$ cat config.mk
export PLATFORM = sky130hd
export DESIGN_NAME = sha256_stream_hasher
export DESIGN_NICKNAME = d
export VERILOG_FILES = /design/src/rtl/core/sha_pkg.sv /design/src/rtl/core/sha_datapath.sv /design/src/rtl/core/sha_ctrl.sv /design/src/rtl/core/sha256_stream_hasher.sv
export SDC_FILE = /design/constraint.sdc
export NUM_CORES = 2
export LEC_CHECK = 0
export BUFFER_PORTS_ARGS = -buffer_cell sky130_fd_sc_hd__buf_2
export CAP_MARGIN = 25
export CORE_ASPECT_RATIO = 0.5
export CORE_MARGIN = 5
export CORE_UTILIZATION = 25
export DETAILED_ROUTE_END_ITERATION = 8
export PLACE_DENSITY_LB_ADDON = 0.15
export SLEW_MARGIN = 10
export SYNTH_ARGS = -nofsm -noshare
export SYNTH_HDL_FRONTEND = slang
export SYNTH_SLANG_ARGS = --single-unit
$ cat constraint.sdc
create_clock -name aclk -period 38.1 [get_ports aclk]
set_clock_uncertainty 0.2 [all_clocks]
set_input_delay 5.715 -clock aclk [delete_from_list [all_inputs] [get_ports aclk]]
set_output_delay 5.715 -clock aclk [all_outputs]
set_load 0.005 [all_outputs]
$ cat src/rtl/core/sha_pkg.sv
// Shared types, constants and the rotate helper for the SHA-256 stream hasher.
package sha_pkg;

    localparam logic [7:0] PAD_BYTE = 8'h80;
    localparam logic [5:0] LEN_SLOT = 6'd56;

    localparam logic [31:0] INIT_WORDS [8] = '{
        32'h6a09e667, 32'hbb67ae85, 32'h3c6ef372, 32'ha54ff53a,
        32'h510e527f, 32'h9b05688c, 32'h1f83d9ab, 32'h5be0cd19
    };

    localparam logic [31:0] ROUND_K [64] = '{
        32'h428a2f98, 32'h71374491, 32'hb5c0fbcf, 32'he9b5dba5,
        32'h3956c25b, 32'h59f111f1, 32'h923f82a4, 32'hab1c5ed5,
        32'hd807aa98, 32'h12835b01, 32'h243185be, 32'h550c7dc3,
        32'h72be5d74, 32'h80deb1fe, 32'h9bdc06a7, 32'hc19bf174,
        32'he49b69c1, 32'hefbe4786, 32'h0fc19dc6, 32'h240ca1cc,
        32'h2de92c6f, 32'h4a7484aa, 32'h5cb0a9dc, 32'h76f988da,
        32'h983e5152, 32'ha831c66d, 32'hb00327c8, 32'hbf597fc7,
        32'hc6e00bf3, 32'hd5a79147, 32'h06ca6351, 32'h14292967,
        32'h27b70a85, 32'h2e1b2138, 32'h4d2c6dfc, 32'h53380d13,
        32'h650a7354, 32'h766a0abb, 32'h81c2c92e, 32'h92722c85,
        32'ha2bfe8a1, 32'ha81a664b, 32'hc24b8b70, 32'hc76c51a3,
        32'hd192e819, 32'hd6990624, 32'hf40e3585, 32'h106aa070,
        32'h19a4c116, 32'h1e376c08, 32'h2748774c, 32'h34b0bcb5,
        32'h391c0cb3, 32'h4ed8aa4a, 32'h5b9cca4f, 32'h682e6ff3,
        32'h748f82ee, 32'h78a5636f, 32'h84c87814, 32'h8cc70208,
        32'h90befffa, 32'ha4506ceb, 32'hbef9a3f7, 32'hc67178f2
    };

    // commands from controller to datapath
    typedef struct packed {
        logic       load_byte;   // write s byte at fill, bump length
        logic       pad_write;   // write pad/zero/length byte at pad_addr
        logic [5:0] pad_addr;
        logic [7:0] pad_data;
        logic       comp_start;  // load working vars, round 0 next
        logic       comp_round;  // perform one round
        logic [5:0] round_idx;
        logic       comp_fold;   // chain += working vars
        logic       msg_clear;   // back to initial chain, zero length
        logic [2:0] out_sel;
    } sha_cmd_t;

    typedef struct packed {
        logic [5:0]  fill_pos;
        logic [63:0] bit_len;
    } sha_stat_t;

    function automatic logic [31:0] rotr(input logic [31:0] v, input int n);
        rotr = (v >> n) | (v << (32 - n));
    endfunction

endpackage

$ cat src/rtl/core/sha_datapath.sv
// Datapath: block buffer, message schedule window, working and chaining words.
module sha_datapath
    import sha_pkg::*;
(
    input  logic        aclk,
    input  logic        aresetn,
    input  sha_cmd_t    cmd,
    input  logic [7:0]  in_byte,
    output sha_stat_t   stat,
    output logic [31:0] out_word
);

    // block held as 16 big-endian words, byte lane 3 is the first byte
    logic [3:0][7:0] buf_reg [16];
    logic [31:0] w_reg [16];
    logic [31:0] v_reg [8];
    logic [31:0] chain_reg [8];
    logic [5:0]  fill_reg;
    logic [63:0] len_reg;

    logic [31:0] w_cur, w_new, s0, s1, t1, t2, e, a;
    logic [31:0] bw [16];

    always_comb begin
        for (int i = 0; i < 16; i++) begin
            bw[i] = buf_reg[i];
        end
        w_cur = w_reg[0];
        s0 = rotr(w_reg[1], 7) ^ rotr(w_reg[1], 18) ^ (w_reg[1] >> 3);
        s1 = rotr(w_reg[14], 17) ^ rotr(w_reg[14], 19) ^ (w_reg[14] >> 10);
        w_new = w_reg[0] + s0 + w_reg[9] + s1;
        e = v_reg[4];
        a = v_reg[0];
        t1 = v_reg[7] + (rotr(e, 6) ^ rotr(e, 11) ^ rotr(e, 25))
           + ((e & v_reg[5]) ^ (~e & v_reg[6])) + ROUND_K[cmd.round_idx] + w_cur;
        t2 = (rotr(a, 2) ^ rotr(a, 13) ^ rotr(a, 22))
           + ((a & v_reg[1]) ^ (a & v_reg[2]) ^ (v_reg[1] & v_reg[2]));
    end

    always_ff @(posedge aclk) begin
        if (cmd.load_byte) begin
            buf_reg[fill_reg[5:2]][~fill_reg[1:0]] <= in_byte;
        end else if (cmd.pad_write) begin
            buf_reg[cmd.pad_addr[5:2]][~cmd.pad_addr[1:0]] <= cmd.pad_data;
        end
        if (cmd.comp_start) begin
            for (int i = 0; i < 16; i++) w_reg[i] <= bw[i];
            for (int i = 0; i < 8; i++) v_reg[i] <= chain_reg[i];
        end else if (cmd.comp_round) begin
            for (int i = 0; i < 15; i++) w_reg[i] <= w_reg[i+1];
            w_reg[15] <= w_new;
            for (int i = 1; i < 8; i++) v_reg[i] <= v_reg[i-1];
            v_reg[4] <= v_reg[3] + t1;
            v_reg[0] <= t1 + t2;
        end
    end

    always_ff @(posedge aclk) begin
        if (!aresetn || cmd.msg_clear) begin
            for (int i = 0; i < 8; i++) chain_reg[i] <= INIT_WORDS[i];
            fill_reg <= '0;
            len_reg  <= '0;
        end else begin
            if (cmd.load_byte) begin
                fill_reg <= fill_reg + 6'd1;
                len_reg  <= len_reg + 64'd8;
            end
            if (cmd.comp_fold) begin
                for (int i = 0; i < 8; i++) chain_reg[i] <= chain_reg[i] + v_reg[i];
            end
        end
    end

    assign stat.fill_pos = fill_reg;
    assign stat.bit_len  = len_reg;
    assign out_word      = chain_reg[cmd.out_sel];

endmodule

$ cat src/rtl/core/sha_ctrl.sv
// Controller: input handshake, padding sequence, round count, digest output.
module sha_ctrl
    import sha_pkg::*;
(
    input  logic        aclk,
    input  logic        aresetn,
    input  logic        s_valid,
    output logic        s_ready,
    input  logic        s_byte_present,
    input  logic        s_end_of_message,
    output logic        m_valid,
    input  logic        m_ready,
    output logic [2:0]  m_word_index,
    output logic        m_last_word,
    input  sha_stat_t   stat,
    output sha_cmd_t    cmd
);

    typedef enum logic [2:0] {
        ST_IDLE, ST_PAD, ST_START, ST_ROUND, ST_FOLD, ST_OUT
    } state_t;

    state_t      state_reg;
    logic [5:0]  cnt_reg;      // pad address or round number
    logic        fin_reg;      // finishing a message
    logic        len_reg;      // this pad pass writes length
    logic [2:0]  idx_reg;
    logic        s_acc;
    logic [5:0]  pad_start;    // fill position once the end word's byte is in

    assign s_ready = (state_reg == ST_IDLE);
    assign s_acc   = s_valid && s_ready;
    assign m_valid = (state_reg == ST_OUT);
    assign m_word_index = idx_reg;
    assign m_last_word  = (idx_reg == 3'd7);
    assign pad_start    = stat.fill_pos + {5'd0, s_byte_present};

    logic [5:0] len_off;
    assign len_off = cnt_reg - LEN_SLOT;

    always_comb begin
        cmd = '0;
        cmd.round_idx = cnt_reg;
        cmd.pad_addr  = cnt_reg;
        cmd.out_sel   = idx_reg;
        unique case (state_reg)
            ST_IDLE:  cmd.load_byte = s_acc && s_byte_present;
            ST_PAD: begin
                cmd.pad_write = 1'b1;
                if (len_reg && cnt_reg >= LEN_SLOT) begin
                    cmd.pad_data = stat.bit_len[8*(7-len_off[2:0]) +: 8];
                end else if (cnt_reg == stat.fill_pos) begin
                    cmd.pad_data = PAD_BYTE;
                end else begin
                    cmd.pad_data = 8'h00;
                end
            end
            ST_START: cmd.comp_start = 1'b1;
            ST_ROUND: cmd.comp_round = 1'b1;
            ST_FOLD:  cmd.comp_fold  = 1'b1;
            ST_OUT:   cmd.msg_clear  = m_ready && (idx_reg == 3'd7);
            default: ;
        endcase
    end

    always_ff @(posedge aclk) begin
        if (!aresetn) begin
            state_reg <= ST_IDLE;
            cnt_reg <= '0;
            fin_reg <= 1'b0;
            len_reg <= 1'b0;
            idx_reg <= '0;
        end else begin
            unique case (state_reg)
                ST_IDLE: if (s_acc) begin
                    fin_reg <= s_end_of_message;
                    if (s_byte_present && stat.fill_pos == 6'd63) begin
                        state_reg <= ST_START;
                        len_reg <= 1'b0;
                    end else if (s_end_of_message) begin
                        state_reg <= ST_PAD;
                        cnt_reg <= pad_start;
                        // set when the length fits in this block; late fill needs a second block
                        len_reg <= (pad_start < LEN_SLOT);
                    end
                end
                ST_PAD: begin
                    cnt_reg <= cnt_reg + 6'd1;
                    if (cnt_reg == 6'd63) begin
                        state_reg <= ST_START;
                    end
                end
                ST_START: begin
                    state_reg <= ST_ROUND;
                    cnt_reg <= '0;
                end
                ST_ROUND: begin
                    cnt_reg <= cnt_reg + 6'd1;
                    if (cnt_reg == 6'd63) state_reg <= ST_FOLD;
                end
                ST_FOLD: begin
                    cnt_reg <= '0;
                    if (!fin_reg) begin
                        state_reg <= ST_IDLE;
                    end else if (!len_reg) begin
                        // a full block came in with the end item, or late fill
                        state_reg <= ST_PAD;
                        len_reg <= 1'b1;
                    end else begin
                        state_reg <= ST_OUT;
                        idx_reg <= '0;
                    end
                end
                ST_OUT: if (m_ready) begin
                    idx_reg <= idx_reg + 3'd1;
                    if (idx_reg == 3'd7) state_reg <= ST_IDLE;
                end
                default: state_reg <= ST_IDLE;
            endcase
        end
    end

    a_ready_idle: assert property (@(posedge aclk) disable iff (!aresetn)
        m_valid |-> !s_ready) else $error("input taken during output");
    a_out_order: assert property (@(posedge aclk) disable iff (!aresetn)
        (m_valid && m_ready && !m_last_word)
        |=> (m_valid && m_word_index == $past(m_word_index) + 3'd1))
        else $error("digest word order broken");
    a_round_span: assert property (@(posedge aclk) disable iff (!aresetn)
        (state_reg == ST_START) |=> (state_reg == ST_ROUND && cnt_reg == 6'd0))
        else $error("round count not restarted");

endmodule

$ cat src/rtl/core/sha256_stream_hasher.sv
// Top level of the SHA-256 byte stream hasher.
//
//  channel | dir | handshake         | payload
//  s_      | in  | s_valid/s_ready   | s_msg_byte[8], s_byte_present, s_end_of_message
//  m_      | out | m_valid/m_ready   | m_digest_word[32], m_word_index[3], m_last_word
//
// A byte word is taken while idle; a word that fills the block starts a compression
// (load, 64 rounds on the single round unit, fold). The end word runs a padding sweep
// of the rest of the block, one byte a cycle, then compression; late fill adds a second
// sweep and compression. Eight digest words follow, one per accepted output handshake.
// Reset is synchronous, active low; s_ready is low while a block is padded or compressed
// and, after an end word, until the last digest word is taken; a stalled m_ready holds
// the current digest word.
module sha256_stream_hasher
    import sha_pkg::*;
(
    input  logic        aclk,
    input  logic        aresetn,
    input  logic        s_valid,
    output logic        s_ready,
    input  logic [7:0]  s_msg_byte,
    input  logic        s_byte_present,
    input  logic        s_end_of_message,
    output logic        m_valid,
    input  logic        m_ready,
    output logic [31:0] m_digest_word,
    output logic [2:0]  m_word_index,
    output logic        m_last_word
);

    sha_cmd_t  cmd;
    sha_stat_t stat;

    sha_ctrl u_ctrl (
        .aclk, .aresetn, .s_valid, .s_ready, .s_byte_present, .s_end_of_message,
        .m_valid, .m_ready, .m_word_index, .m_last_word, .stat, .cmd
    );

    sha_datapath u_dp (
        .aclk, .aresetn, .cmd, .in_byte(s_msg_byte), .stat, .out_word(m_digest_word)
    );

endmodule
==> results_dict.tcl <==
set metrics [dict create \
    slew_violations 0 \
    internal_power_uw 5320 \
    first_pass_grt_wire_length_mm 448 \
    fin_crit_sh 0.285 \
    cts_buffers 179 \
    worst-endpoint-required_ns 38.43 \
    io_buffers 51 \
    rows 156 \
    setup_viol 0 \
    routed_via_density 4.76 \
    timing.fmax_mhz 92.3 \
    antenna_found_initial 23 \
    critical_path.most_common_cell "a21oi_1" \
    layoutNonFillerInstCount 12600 \
    power.static_leakage_uw 0.0361 \
    dieWidth_um 861 \
    dp.cells 12300 \
    netlist_top_cells_area "edfxtp_1 (51%), mux2_2 (6.1%), ha_1 (5.5%), nand2_1 (4.6%), fa_1 (4.3%)" \
    initial_core_utilization 0.251 \
    synth-simple-area-share 0.103 \
    postCtsHoldBufs 0 \
    synth_top_family_by_area "simple AND/OR/NAND/NOR gates" \
    power-per-cell-area_nw_per_um2 95.6 \
    timing.critical_path.to_type "flop" \
    wl_per_cell_um 24.8 \
    die_area_um2 375000 \
    syn_nets 8257 \
    worst_path_max_fanout 39 \
    timing.hold.worst.start "u_dp.buf_reg[14][28]$_DFFE_PP_" \
    synth.top_cell.area_share 0.509 \
    r2r_start "u_ctrl.cnt_reg[1]$_SDFFE_PN0P_" \
    chipHeight_um 436 \
    floorplan.io_pins 52 \
    crit_slowest_cell "ha_1" \
    worst_reg_to_reg_cells 38 \
    cp-start-kind "flop" \
    holdPathEnd "u_dp.w_reg[14][28]$_DFFE_PP_" \
    synth.area.mux_share 0.0850 \
    worstSetupStartpoint "u_ctrl.cnt_reg[1]$_SDFFE_PN0P_" \
    syn_avg_cell_area_um2 11.8 \
    clockBufferDepth 4 \
    post_cts_resize_count 0 \
    synth_area_um2 90600 \
    clkLatencyLatePin_ns 0.90 \
    fraction_of_power_consumed_by_sequential_logic 0.221 \
    drt-pass1-iter-count 6 \
    worst_slew_margin_rel 0.239 \
    worst_ep_arrival_time_ns 11.17 \
    first_global_vias 59400 \
    fin_nets 8249 \
    ys_dominant_reg_cell "edfxtp_1" \
    detail-route-antenna-nets 0 \
    yosys_register_bits 1620 \
    synth_async_sr_flop_share 0 \
    yosys_warnings 0 \
    layout-drive-gt1-share 0.137 \
    initialDrtViolationCount 4875 \
    regToRegEndpoint "u_dp.v_reg[0][159]$_DFFE_PP_" \
    final_period_minus_worst_setup_slack_ns 10.84 \
    hold_viol 0 \
    gp_routability_congestion 0.874 \
    area_growth_syn_to_layout_pct 12.8 \
    critical_path.max_stage_delay_ns 0.82 \
    via_count 59900 \
    cts.clk_slew.worst_paths_ns 0.07 \
    yosys.area_share.xor_xnor 0.0600 \
    grt_remaining_overflow 0 \
    power_switching_uw 4450 \
    placeableCoreArea_um2 361000 \
    finalWirelength_mm 312 \
    grt_max_degree 151 \
    layout.cells.most_common_list "edfxtp_1 (1,536), nand2_1 (1,115), mux2_2 (489), nor2_1 (472), ha_1 (401)" \
    critical_path_class "flop to flop" \
    rsz0062_at_grt "no" \
    final_common_cell "edfxtp_1" \
    htree_num_levels 4 \
    cell_variety_after_synth 95 \
    synth_sequential_area_ratio 0.528 \
    clockPowerShare 0.179 \
    synthDominantAreaCellType "edfxtp_1" \
    tritoncts "done" \
    compound_cell_area_share_of_the_yosys_netlist 0.0951 \
    finalSetupTns_ns 0 \
    max_slew.worst_pin.slew_ns 1.14 \
    switching_share 0.455 \
    adder_cell_share_of_the_synthesized_area 0.101 \
    hpwlAfterDp_mm 223 \
    gate_power_share 0.600 \
    outcome "finished, final reports clean" \
    groute.usage.overall 0.162 \
    postCtsSetupRepairBufs 0 \
    max-vdd-ir-drop_uv 133 \
    detailedPlace.worstSlack_ns 27.36 \
    worst-r2r-setup-slack_ns 27.26 \
    setup_ws_ns 27.26 \
    cts.sinks 1620 \
    number_of_synthesized_flops_with_an_enable_pin 1536 \
    maxCapViolations 0 \
    worst_hold_path_type "flop to flop" \
    ctsRootBufferMaster "clkbuf_16" \
    filler_cells_inserted 37300 \
    number_of_remaining_drc_errors 0 \
    post_synth_inst_count 7647 \
    hold_depth 2 \
]
==> critical path, delay by kind of cell (launching register included) <==
family | cells | cell delay (ns)
AOI/OAI and AO/OA | 19 | 4.42
adders and majority gates | 6 | 2.98
DFF | 1 | 0.33
buffers and inverters | 4 | 0.63
xor gates and xnor gates | 3 | 0.55
and+or+nand+nor | 6 | 1.44
==> metal layers <==
metal / GRT usage / vias up / wire length [um]
met3: 0.0208 / 319 / 12500
met1: 0.240 / 30700 / 154000
li1: - / 27700 / -
met5: 0 / - / 0
met4: 0.0326 / 0 / 6460
met2: 0.253 / 1206 / 139000
==> cells in the mapped netlist, drive strengths merged, types with 84 or more instances <==
cell type	number
xor2	223
fa	195
edfxtp	1536
clkbuf	306
a21oi	387
o21ai	351
mux2	489
ha	401
a21o	180
nand2	1118
nand3	105
nor3	103
dfxtp	84
inv	313
xnor2	398
nor2	475
==> power groups by stage <==
stage	Combinational, uW	Clock (uW)	Sequential [uW]
after global placement	5810	0	2200
after detailed placement	5800	0	2200
after global routing	6500	1880	2160
after floorplan	4160	0	2190
after CTS	5840	1810	2160
final	5860	1750	2160
==> how the worst max path moves through the flow <==
stage / cells after the start / slack (ns) / end
3_5_place_dp: 38 / 27.36 / u_dp.v_reg[0][31]$_DFFE_PP_
5_1_grt: 37 / 26.45 / u_dp.v_reg[0][31]$_DFFE_PP_
4_1_cts: 38 / 27.28 / u_dp.v_reg[0][31]$_DFFE_PP_
3_3_place_gp: 37 / 27.33 / u_dp.v_reg[0][31]$_DFFE_PP_
2_1_floorplan: 6 / 13.15 / u_dp.w_reg[15][29]$_DFFE_PP_
6_report: 38 / 27.26 / u_dp.v_reg[0][159]$_DFFE_PP_
==> area by class of cell <==
cell class                      instances  area (um2)  area share
Timing Repair Buffer                  153        1100      0.0108
Antenna cell                            3        7.51   0.0000734
Clock inverter                         88         853     0.00835
Multi-Input combinational cell       5370       40500       0.396
Inverter                              315        1180      0.0116
Clock buffer                          217        4720      0.0462
Tap cell                             4819        6030      0.0590
Sequential cell                      1620       47800       0.468
==> cells by family after synthesis <==
kind of cell               Yosys count
buffers and inverters              657
AOI/OAI and AO/OA                 1356
muxes                              612
and+or+nand+nor                   2158
adders and majority gates          623
DFF                               1620
xor gates and xnor gates           621
==> through the flow <==
stage                     cell area, um2  hold slack (ns)   util  total power, uW
final                             102000            0.272  0.283             9770
after global routing              102000            0.282  0.283            10500
after CTS                         102000            0.271  0.283             9810
after detailed placement           96700            0.290  0.268             8000
after global placement             96600            0.289  0.268             8010
after floorplan                    90600            0.263      -             6350
No activity file was read; power rests on OpenSTA's default activity.
